## src/rtl/rletex_pkg.sv

```systemverilog
// Shared types, constants and the colour widening function of the texture decoder.
`default_nettype none
package rletex_pkg;

   // Number of pixels in one image (128 x 128).
   localparam int unsigned IMAGE_PIXELS = 16384;
   // Width of the pixel counter, wide enough to hold IMAGE_PIXELS itself.
   localparam int unsigned PIX_W = $clog2(IMAGE_PIXELS + 1);
   localparam int unsigned WORD_W = 16;
   localparam int unsigned LIT_W = 9;
   localparam int unsigned RUN_W = 15;
   localparam int unsigned RGBA_W = 32;

   localparam logic [WORD_W-1:0] LITERAL_MASK = 16'hFF00;
   localparam logic [4:0] CHANNEL_MASK = 5'h1F;
   localparam logic [7:0] ALPHA_OPAQUE = 8'hFF;

   typedef enum logic [2:0] {
      PH_RAW     = 3'd0,
      PH_SIZE_LO = 3'd1,
      PH_SIZE_HI = 3'd2,
      PH_COUNT   = 3'd3,
      PH_LITERAL = 3'd4,
      PH_REPEAT  = 3'd5,
      PH_DONE    = 3'd6
   } phase_type;

   // Word held in the input register.
   typedef struct packed {
      logic              valid;
      logic [WORD_W-1:0] word;
   } stage_type;

   // One decoded result.
   typedef struct packed {
      logic [RGBA_W-1:0] pixel_rgba;
      logic [RUN_W-1:0]  run_length;
      logic              image_done;
      logic              run_clamped;
   } result_type;

   // RGB555 to RGBA8888: each channel moves to the top of its byte, bit 15 is dropped.
   function automatic logic [RGBA_W-1:0] widen(input logic [WORD_W-1:0] w);
      logic [4:0] r;
      logic [4:0] g;
      logic [4:0] b;
      r = w[4:0] & CHANNEL_MASK;
      g = w[9:5] & CHANNEL_MASK;
      b = w[14:10] & CHANNEL_MASK;
      return {ALPHA_OPAQUE, b, 3'b000, g, 3'b000, r, 3'b000};
   endfunction

endpackage
`default_nettype wire

```

## src/rtl/rletex_in_stage.sv

```systemverilog
// Input register of the texture decoder.
`default_nettype none
module rletex_in_stage (
   input  wire logic                          clock,
   input  wire logic                          reset,
   input  wire logic                          req_tvalid,
   output logic                               req_tready,
   input  wire logic [rletex_pkg::WORD_W-1:0] req_tdata,
   input  wire logic                          advance,
   output rletex_pkg::stage_type              stage
);

   logic                          valid_ff;
   logic [rletex_pkg::WORD_W-1:0] word_ff;

   // The register may be refilled whenever it is empty or its word moves on.
   assign req_tready = !valid_ff || advance;

   always_ff @(posedge clock) begin
      if (reset) begin
         valid_ff <= 1'b0;
      end else if (req_tready) begin
         valid_ff <= req_tvalid;
      end
   end

   always_ff @(posedge clock) begin
      if (req_tready && req_tvalid) begin
         word_ff <= req_tdata;
      end
   end

   assign stage.valid = valid_ff;
   assign stage.word  = word_ff;

endmodule
`default_nettype wire

```

## src/rtl/rletex_parser.sv

```systemverilog
// Parse state machine and result formation of the texture decoder.
`default_nettype none
module rletex_parser (
   input  wire logic                  clock,
   input  wire logic                  reset,
   input  wire logic                  csr_we,
   input  wire logic                  csr_wdata,
   input  wire rletex_pkg::stage_type stage,
   input  wire logic                  advance,
   output logic                       load,
   output rletex_pkg::result_type     result
);

   rletex_pkg::phase_type            phase_ff, phase_in;
   logic [rletex_pkg::LIT_W-1:0]     literal_left_ff, literal_left_in;
   logic [rletex_pkg::WORD_W-1:0]    repeat_count_ff, repeat_count_in;
   logic [rletex_pkg::PIX_W-1:0]     pixels_done_ff, pixels_done_in;

   logic                             fire;
   logic                             emit;
   logic                             is_literal;
   logic [rletex_pkg::LIT_W-1:0]     literal_dec;
   logic [rletex_pkg::PIX_W-1:0]     remain;
   logic [rletex_pkg::PIX_W-1:0]     run;
   logic                             clamped;
   logic [rletex_pkg::PIX_W-1:0]     pixels_sum;
   logic                             done;

   assign fire        = stage.valid && advance;
   assign is_literal  = (stage.word & rletex_pkg::LITERAL_MASK) == rletex_pkg::LITERAL_MASK;
   assign literal_dec = literal_left_ff - 1'b1;
   assign remain      = rletex_pkg::PIX_W'(rletex_pkg::IMAGE_PIXELS) - pixels_done_ff;
   assign pixels_sum  = pixels_done_ff + run;
   assign done        = pixels_sum >= rletex_pkg::PIX_W'(rletex_pkg::IMAGE_PIXELS);

   // Output decode: which phases give a result and how long the run is.
   always_comb begin
      emit    = 1'b0;
      run     = '0;
      clamped = 1'b0;
      case (phase_ff)
         rletex_pkg::PH_RAW, rletex_pkg::PH_LITERAL: begin
            emit = 1'b1;
            run  = rletex_pkg::PIX_W'(1);
         end
         rletex_pkg::PH_REPEAT: begin
            emit = 1'b1;
            if (repeat_count_ff > rletex_pkg::WORD_W'(remain)) begin
               run     = remain;
               clamped = 1'b1;
            end else begin
               run = rletex_pkg::PIX_W'(repeat_count_ff);
            end
         end
         default: begin
            emit = 1'b0;
         end
      endcase
   end

   // Next state of the parser.
   always_comb begin
      phase_in        = phase_ff;
      literal_left_in = literal_left_ff;
      repeat_count_in = repeat_count_ff;
      pixels_done_in  = pixels_done_ff;
      case (phase_ff)
         rletex_pkg::PH_RAW:     phase_in = rletex_pkg::PH_RAW;
         rletex_pkg::PH_SIZE_LO: phase_in = rletex_pkg::PH_SIZE_HI;
         rletex_pkg::PH_SIZE_HI: phase_in = rletex_pkg::PH_COUNT;
         rletex_pkg::PH_COUNT: begin
            if (is_literal) begin
               // A negative count announces that many literal pixels.
               literal_left_in = rletex_pkg::LIT_W'(17'h10000 - {1'b0, stage.word});
               phase_in        = rletex_pkg::PH_LITERAL;
            end else begin
               repeat_count_in = stage.word;
               phase_in        = rletex_pkg::PH_REPEAT;
            end
         end
         rletex_pkg::PH_LITERAL: begin
            literal_left_in = literal_dec;
            phase_in = (literal_dec == '0) ? rletex_pkg::PH_COUNT : rletex_pkg::PH_LITERAL;
         end
         rletex_pkg::PH_REPEAT: begin
            repeat_count_in = '0;
            phase_in        = rletex_pkg::PH_COUNT;
         end
         default: phase_in = rletex_pkg::PH_DONE;
      endcase
      if (emit) begin
         pixels_done_in = pixels_sum;
         if (done) begin
            phase_in = rletex_pkg::PH_DONE;
         end
      end
   end

   always_ff @(posedge clock) begin
      if (reset) begin
         phase_ff        <= rletex_pkg::PH_RAW;
         literal_left_ff <= '0;
         repeat_count_ff <= '0;
         pixels_done_ff  <= '0;
      end else if (csr_we) begin
         // A mode write restarts the image.
         phase_ff        <= csr_wdata ? rletex_pkg::PH_SIZE_LO : rletex_pkg::PH_RAW;
         literal_left_ff <= '0;
         repeat_count_ff <= '0;
         pixels_done_ff  <= '0;
      end else if (fire) begin
         phase_ff        <= phase_in;
         literal_left_ff <= literal_left_in;
         repeat_count_ff <= repeat_count_in;
         pixels_done_ff  <= pixels_done_in;
      end
   end

   assign load               = fire && emit;
   assign result.pixel_rgba  = rletex_pkg::widen(stage.word);
   assign result.run_length  = rletex_pkg::RUN_W'(run);
   assign result.image_done  = done;
   assign result.run_clamped = clamped;

endmodule
`default_nettype wire

```

## src/rtl/rletex_out_reg.sv

```systemverilog
// Result register of the texture decoder.
`default_nettype none
module rletex_out_reg (
   input  wire logic                   clock,
   input  wire logic                   reset,
   input  wire logic                   load,
   input  wire rletex_pkg::result_type result,
   output logic                        advance,
   output logic                        rsp_tvalid,
   input  wire logic                   rsp_tready,
   output rletex_pkg::result_type      held
);

   logic                   valid_ff;
   rletex_pkg::result_type data_ff;

   // The register takes a new result when it is empty or being emptied this cycle.
   assign advance = !valid_ff || rsp_tready;

   always_ff @(posedge clock) begin
      if (reset) begin
         valid_ff <= 1'b0;
      end else if (advance) begin
         valid_ff <= load;
      end
   end

   always_ff @(posedge clock) begin
      if (advance && load) begin
         data_ff <= result;
      end
   end

   assign rsp_tvalid = valid_ff;
   assign held       = data_ff;

endmodule
`default_nettype wire

```

## src/rtl/rle_rgb555_texture_decoder.sv

```systemverilog
// Top level of the run-length RGB555 texture decoder.
// A word enters the input register when it is accepted; its result is loaded into the
// result register once that register is empty or being emptied. Words that give no
// result leave nothing behind. Throughput: one word per cycle while results are taken,
// set by the single parse step between the two registers. Reset (synchronous, active
// high) selects raw mode, clears all counters and empties both registers; a mode write
// restarts the image in the written mode and clears the counters but not the registers.
`default_nettype none
module rle_rgb555_texture_decoder (
   input  wire logic        clock,
   input  wire logic        reset,
   // Configuration: compressed_mode.
   input  wire logic        csr_we,
   input  wire logic        csr_wdata,
   // Input words.
   input  wire logic        req_tvalid,
   output logic             req_tready,
   input  wire logic [15:0] req_tdata,   // [15:0] data_word
   // Results.
   output logic             rsp_tvalid,
   input  wire logic        rsp_tready,
   output logic [47:0]      rsp_tdata,   // [31:0] pixel_rgba, [46:32] run_length, [47] zero
   output logic             rsp_tlast,   // image_done
   output logic             rsp_tuser    // run_clamped
);

   rletex_pkg::stage_type  stage;
   rletex_pkg::result_type result;
   rletex_pkg::result_type held;
   logic                   advance;
   logic                   load;

   // The input register holds one word; it moves on whenever the result register can take
   // whatever that word produces, so both sides can stall independently.
   rletex_in_stage u_in_stage (
      .clock      (clock),
      .reset      (reset),
      .req_tvalid (req_tvalid),
      .req_tready (req_tready),
      .req_tdata  (req_tdata),
      .advance    (advance),
      .stage      (stage)
   );

   // The parser keeps the phase, the literal and repeat counts and the pixel counter, and
   // forms the widened colour and the clamped run length for the held word.
   rletex_parser u_parser (
      .clock     (clock),
      .reset     (reset),
      .csr_we    (csr_we),
      .csr_wdata (csr_wdata),
      .stage     (stage),
      .advance   (advance),
      .load      (load),
      .result    (result)
   );

   // The result register decouples the output from the parser.
   rletex_out_reg u_out_reg (
      .clock      (clock),
      .reset      (reset),
      .load       (load),
      .result     (result),
      .advance    (advance),
      .rsp_tvalid (rsp_tvalid),
      .rsp_tready (rsp_tready),
      .held       (held)
   );

   assign rsp_tdata = {1'b0, held.run_length, held.pixel_rgba};
   assign rsp_tlast = held.image_done;
   assign rsp_tuser = held.run_clamped;

endmodule
`default_nettype wire

```

## config.mk

```make
export PLATFORM = sky130hd
export DESIGN_NAME = rle_rgb555_texture_decoder
export DESIGN_NICKNAME = d
export VERILOG_FILES = /design/src/rtl/rletex_pkg.sv /design/src/rtl/rletex_in_stage.sv /design/src/rtl/rletex_parser.sv /design/src/rtl/rletex_out_reg.sv /design/src/rtl/rle_rgb555_texture_decoder.sv
export SDC_FILE = /design/constraint.sdc
export NUM_CORES = 1
export LEC_CHECK = 0
export BUFFER_PORTS_ARGS = -buffer_cell sky130_fd_sc_hd__buf_2
export CAP_MARGIN = 0
export CORE_MARGIN = 1
export CORE_UTILIZATION = 36
export DETAILED_ROUTE_END_ITERATION = 8
export PLACE_DENSITY_LB_ADDON = 0.08
export SLEW_MARGIN = 20
export SYNTH_ARGS = -nofsm -noshare
export SYNTH_HDL_FRONTEND = slang
export SYNTH_HIERARCHICAL = 1
export SYNTH_SLANG_ARGS = --single-unit
```

## constraint.sdc

```tcl
create_clock -name clock -period 14.29 [get_ports clock]
set_input_delay 0.7145 -clock clock [delete_from_list [all_inputs] [get_ports clock]]
set_output_delay 0.7145 -clock clock [all_outputs]
set_load 0.005 [all_outputs]
```

==> results.yml <==
synthesis:
  synth-async-reset-ratio: 0
  synth-seq-cells: 110
  syn-instance-count: 593
  synth.yosys.warnings: 6
  syn_area_sq_um: 5842
  ys_types: 57
  syn_area_per_cell_sq_um: 9.851
  synth_edf_count: 65
  synth-seq-area-share: 0.4883
  synth_ff_type: "edfxtp_1"
route:
  drt_first_pass_iters: 6
  drt-initial-drc-count: 189
  num_vias: 4270
  viasPerCell: 4.965
  routedWlPerCell_um: 14.97
  ant_nets: 0
  wirelength_um: 12870
  post-route-drc-count: 0
sta:
  finalSetupTns_ps: 0
  finClkSkew_ps: 7.100
  fmax_ghz: 0.1507
  tightest_slew_ps: 1119
  drv_slew: 0
  final-hold-violation-count: 0
  max-slew-margin-rel: 0.2514
  fin_crit_ps: 6636
  setup_viol_count_final: 0
  period_share: 0.4644
  rsz0062_at_grt: "no"
floorplanning:
  die-area_sq_um: 16740
  start_util: 0.3678
  io_pins: 74
  core_sq_um: 15890
  die_w_um: 129.4
  placementRows: 46
  die_h_um: 129.4
setup_path:
  critPathArrivalTime_ps: 6890
  worst_ep_required_time_ps: 14540
  critPathLaunchType: "flop"
  slowest_delay_ps: 590
  r2r_cells: 23
  crit_family: "compound AO/OA/AOI/OAI gates"
  cp.depth: 23
  crit_path_end_kind: "flop"
  path_buf_inv: 1
  reg2reg_slack_ps: 7650
  cp_slowest_cell: "or4_1"
  path_cells: "or4_1 -> nor4_1 -> nand2_1 -> nor3_1 -> xor2_1 -> ha_1 -> and4b_1 -> a211oi_2 -> nand2_1 -> o41ai_4 -> buf_4 -> o21ai_0 -> a21oi_1 -> nor2_1 -> ha_1 -> fa_1 -> a211oi_1 -> o21bai_1 -> a21oi_1 -> o22ai_1 -> a31oi_1 -> xnor2_1 -> a2111oi_2"
  critPathMaxFanout: 34
  worst-setup-path-type: "reg2reg"
finish:
  num_antenna_cells: 0
  layout.nets: 695
  areaGrowthSynthToFinish_pct: 11.72
  regArea_sq_um: 2853
  layout_common_cells: "nand2_1, buf_2, edfxtp_1"
  fill_cells: 1606
  multi_input_area_sq_um: 2636
  drive_gt1_frac: 0.1584
  fin_cells: 860
  fin_util: 0.4108
  final_common_cell: "nand2_1"
hold_path:
  hp-class: "reg2reg"
  hold_depth: 2
clock_network:
  htreeDepth: 3
  path_clk_slew_ps: 70
  cts_made_buffers: 9
  cts_setup_buffers: 0
  cts_tree: "built"
  clock_sinks: 110
  hold_buffers: 0
  cts_resized: 0
  root_buffer: "clkbuf_16"
  clock_latency_ps: 360
  cts_max_path_buffers: 2
grt:
  grt_antenna_before_repair: 0
  first_global_vias: 4161
  grt_overflow: 0
  grt_usage: 0.1652
  grt_max_degree: 50
  grt_pass1_wl_um: 21040
placed_design:
  place_congestion: 0.7966
  port_buffers: 72
  dpl.cell_count: 844
  place_hpwl_um: 9242
run:
  cap_violations: 0
pwr:
  p_per_area_nw_per_um2: 101.6
  peakVddDrop_mv: 0.05444
  p_leak_uw: 0.002509
  finalPower_uw: 663.1
outcome:
  status: "completed"
through the flow:
step,area (sq um),setup slack [ps],hold WS (ps)
global placement,6213,7968,473.2
global route,6526,7155,510.3
floorplan,5898,8433,445.2
detailed placement,6213,7698,479.4
finish,6526,7654,485.8
CTS,6526,7682,490.5
tightest hold or removal path: stages (launching register included):
cell     delay (ps)
dfxtp_1         330
nand2_1          60
a21oi_1          50
cells by family (layout without fill, tap and decap cells):
kind of cell	Yosys count	count (layout)	synth area share
flops	110	110	0.4883
compound gates	135	135	0.1474
buf+inv	73	109	0.07004
fa+ha+maj	34	34	0.07411
xor+xnor	30	30	0.04498
simple gates	207	207	0.1716
other cells	3	18	0.001927
mux	1	1	0.001713
layout make-up:
| cell class | count | area share |
|---|---|---|
| Clock buffer | 9 | 0.03451 |
| Sequential cell | 110 | 0.4371 |
| Multi-Input combinational cell | 425 | 0.4039 |
| Inverter | 17 | 0.009778 |
| Clock inverter | 7 | 0.01342 |
| Tap cell | 216 | 0.04141 |
| Timing Repair Buffer | 76 | 0.05982 |
synthesized netlist by cell type (2+ instances only):
master	number	area, sq um
nand2b_1	2	12.51
nor3b_1	2	15.01
or4_1	2	15.01
dfxtp_1	45	900.9
or2_2	2	12.51
a31oi_1	2	12.51
a211o_1	3	26.28
nor3_1	8	40.04
edfxtp_1	65	1952
ha_1	33	412.9
a311oi_1	2	17.52
nand3_1	30	150.1
o211ai_1	4	30.03
o21bai_1	6	45.04
and2_1	3	18.77
xnor2_1	11	96.34
nor2b_1	15	93.84
o22ai_1	4	25.02
o21ai_0	29	145.1
a211oi_1	8	60.06
nor4_1	7	43.79
conb_1	3	11.26
o31ai_1	2	15.01
a21oi_2	2	17.52
a21boi_0	3	22.52
nand2_1	75	281.5
inv_1	17	63.81
clkbuf_1	20	75.07
o21ai_1	2	10.01
and2_4	2	17.52
and3_1	4	25.02
a22oi_1	5	37.54
a21o_1	6	45.04
nand2b_4	2	27.53
nand4b_1	2	17.52
nand3b_1	3	22.52
nor2_1	39	146.4
buf_4	36	270.3
nand4_1	5	31.28
xor2_1	19	166.4
a21oi_1	47	235.2
report_power, final:
group | total, uW | switching, uW | internal [uW]
combinational | 42.9 | 27.0 | 15.9
clock | 267 | 127 | 140
sequential | 353 | 6.42 | 347
per-layer routing:
metal	global-route usage	part of all wire	routed length, um	vias up
met2	0.2698	0.47	6052	97
met5	0	0	0	-
met3	0.02808	0.057	733	16
met4	0.07682	0.017	225	0
met1	0.2137	0.46	5862	1988
li1	-	-	-	2169
path summary, 6_finish.rpt:
kind | from | end
max | u_parser/pixels_done_ff[0]$_SDFFE_PP0P_ | u_parser/phase_ff[1]$_SDFFE_PP0P_
min | u_parser/repeat_count_ff[2]$_SDFFE_PP0P_ | u_parser/repeat_count_ff[2]$_SDFFE_PP0P_
max reg2reg | u_parser/pixels_done_ff[0]$_SDFFE_PP0P_ | u_parser/phase_ff[1]$_SDFFE_PP0P_
min reg2reg | u_parser/repeat_count_ff[2]$_SDFFE_PP0P_ | u_parser/repeat_count_ff[2]$_SDFFE_PP0P_
sequential cells by signal, indices dropped and copies added (netlist names):
name / flops
u_out_reg/rsp_tvalid: 1
u_in_stage/word_ff: 16
u_parser/phase_ff: 3
u_parser/literal_left_ff: 9
u_in_stage/valid_ff: 1
u_parser/pixels_done_ff: 15
u_out_reg/held: 49
u_parser/repeat_count_ff: 16
Power figures use the tool's default switching activity.
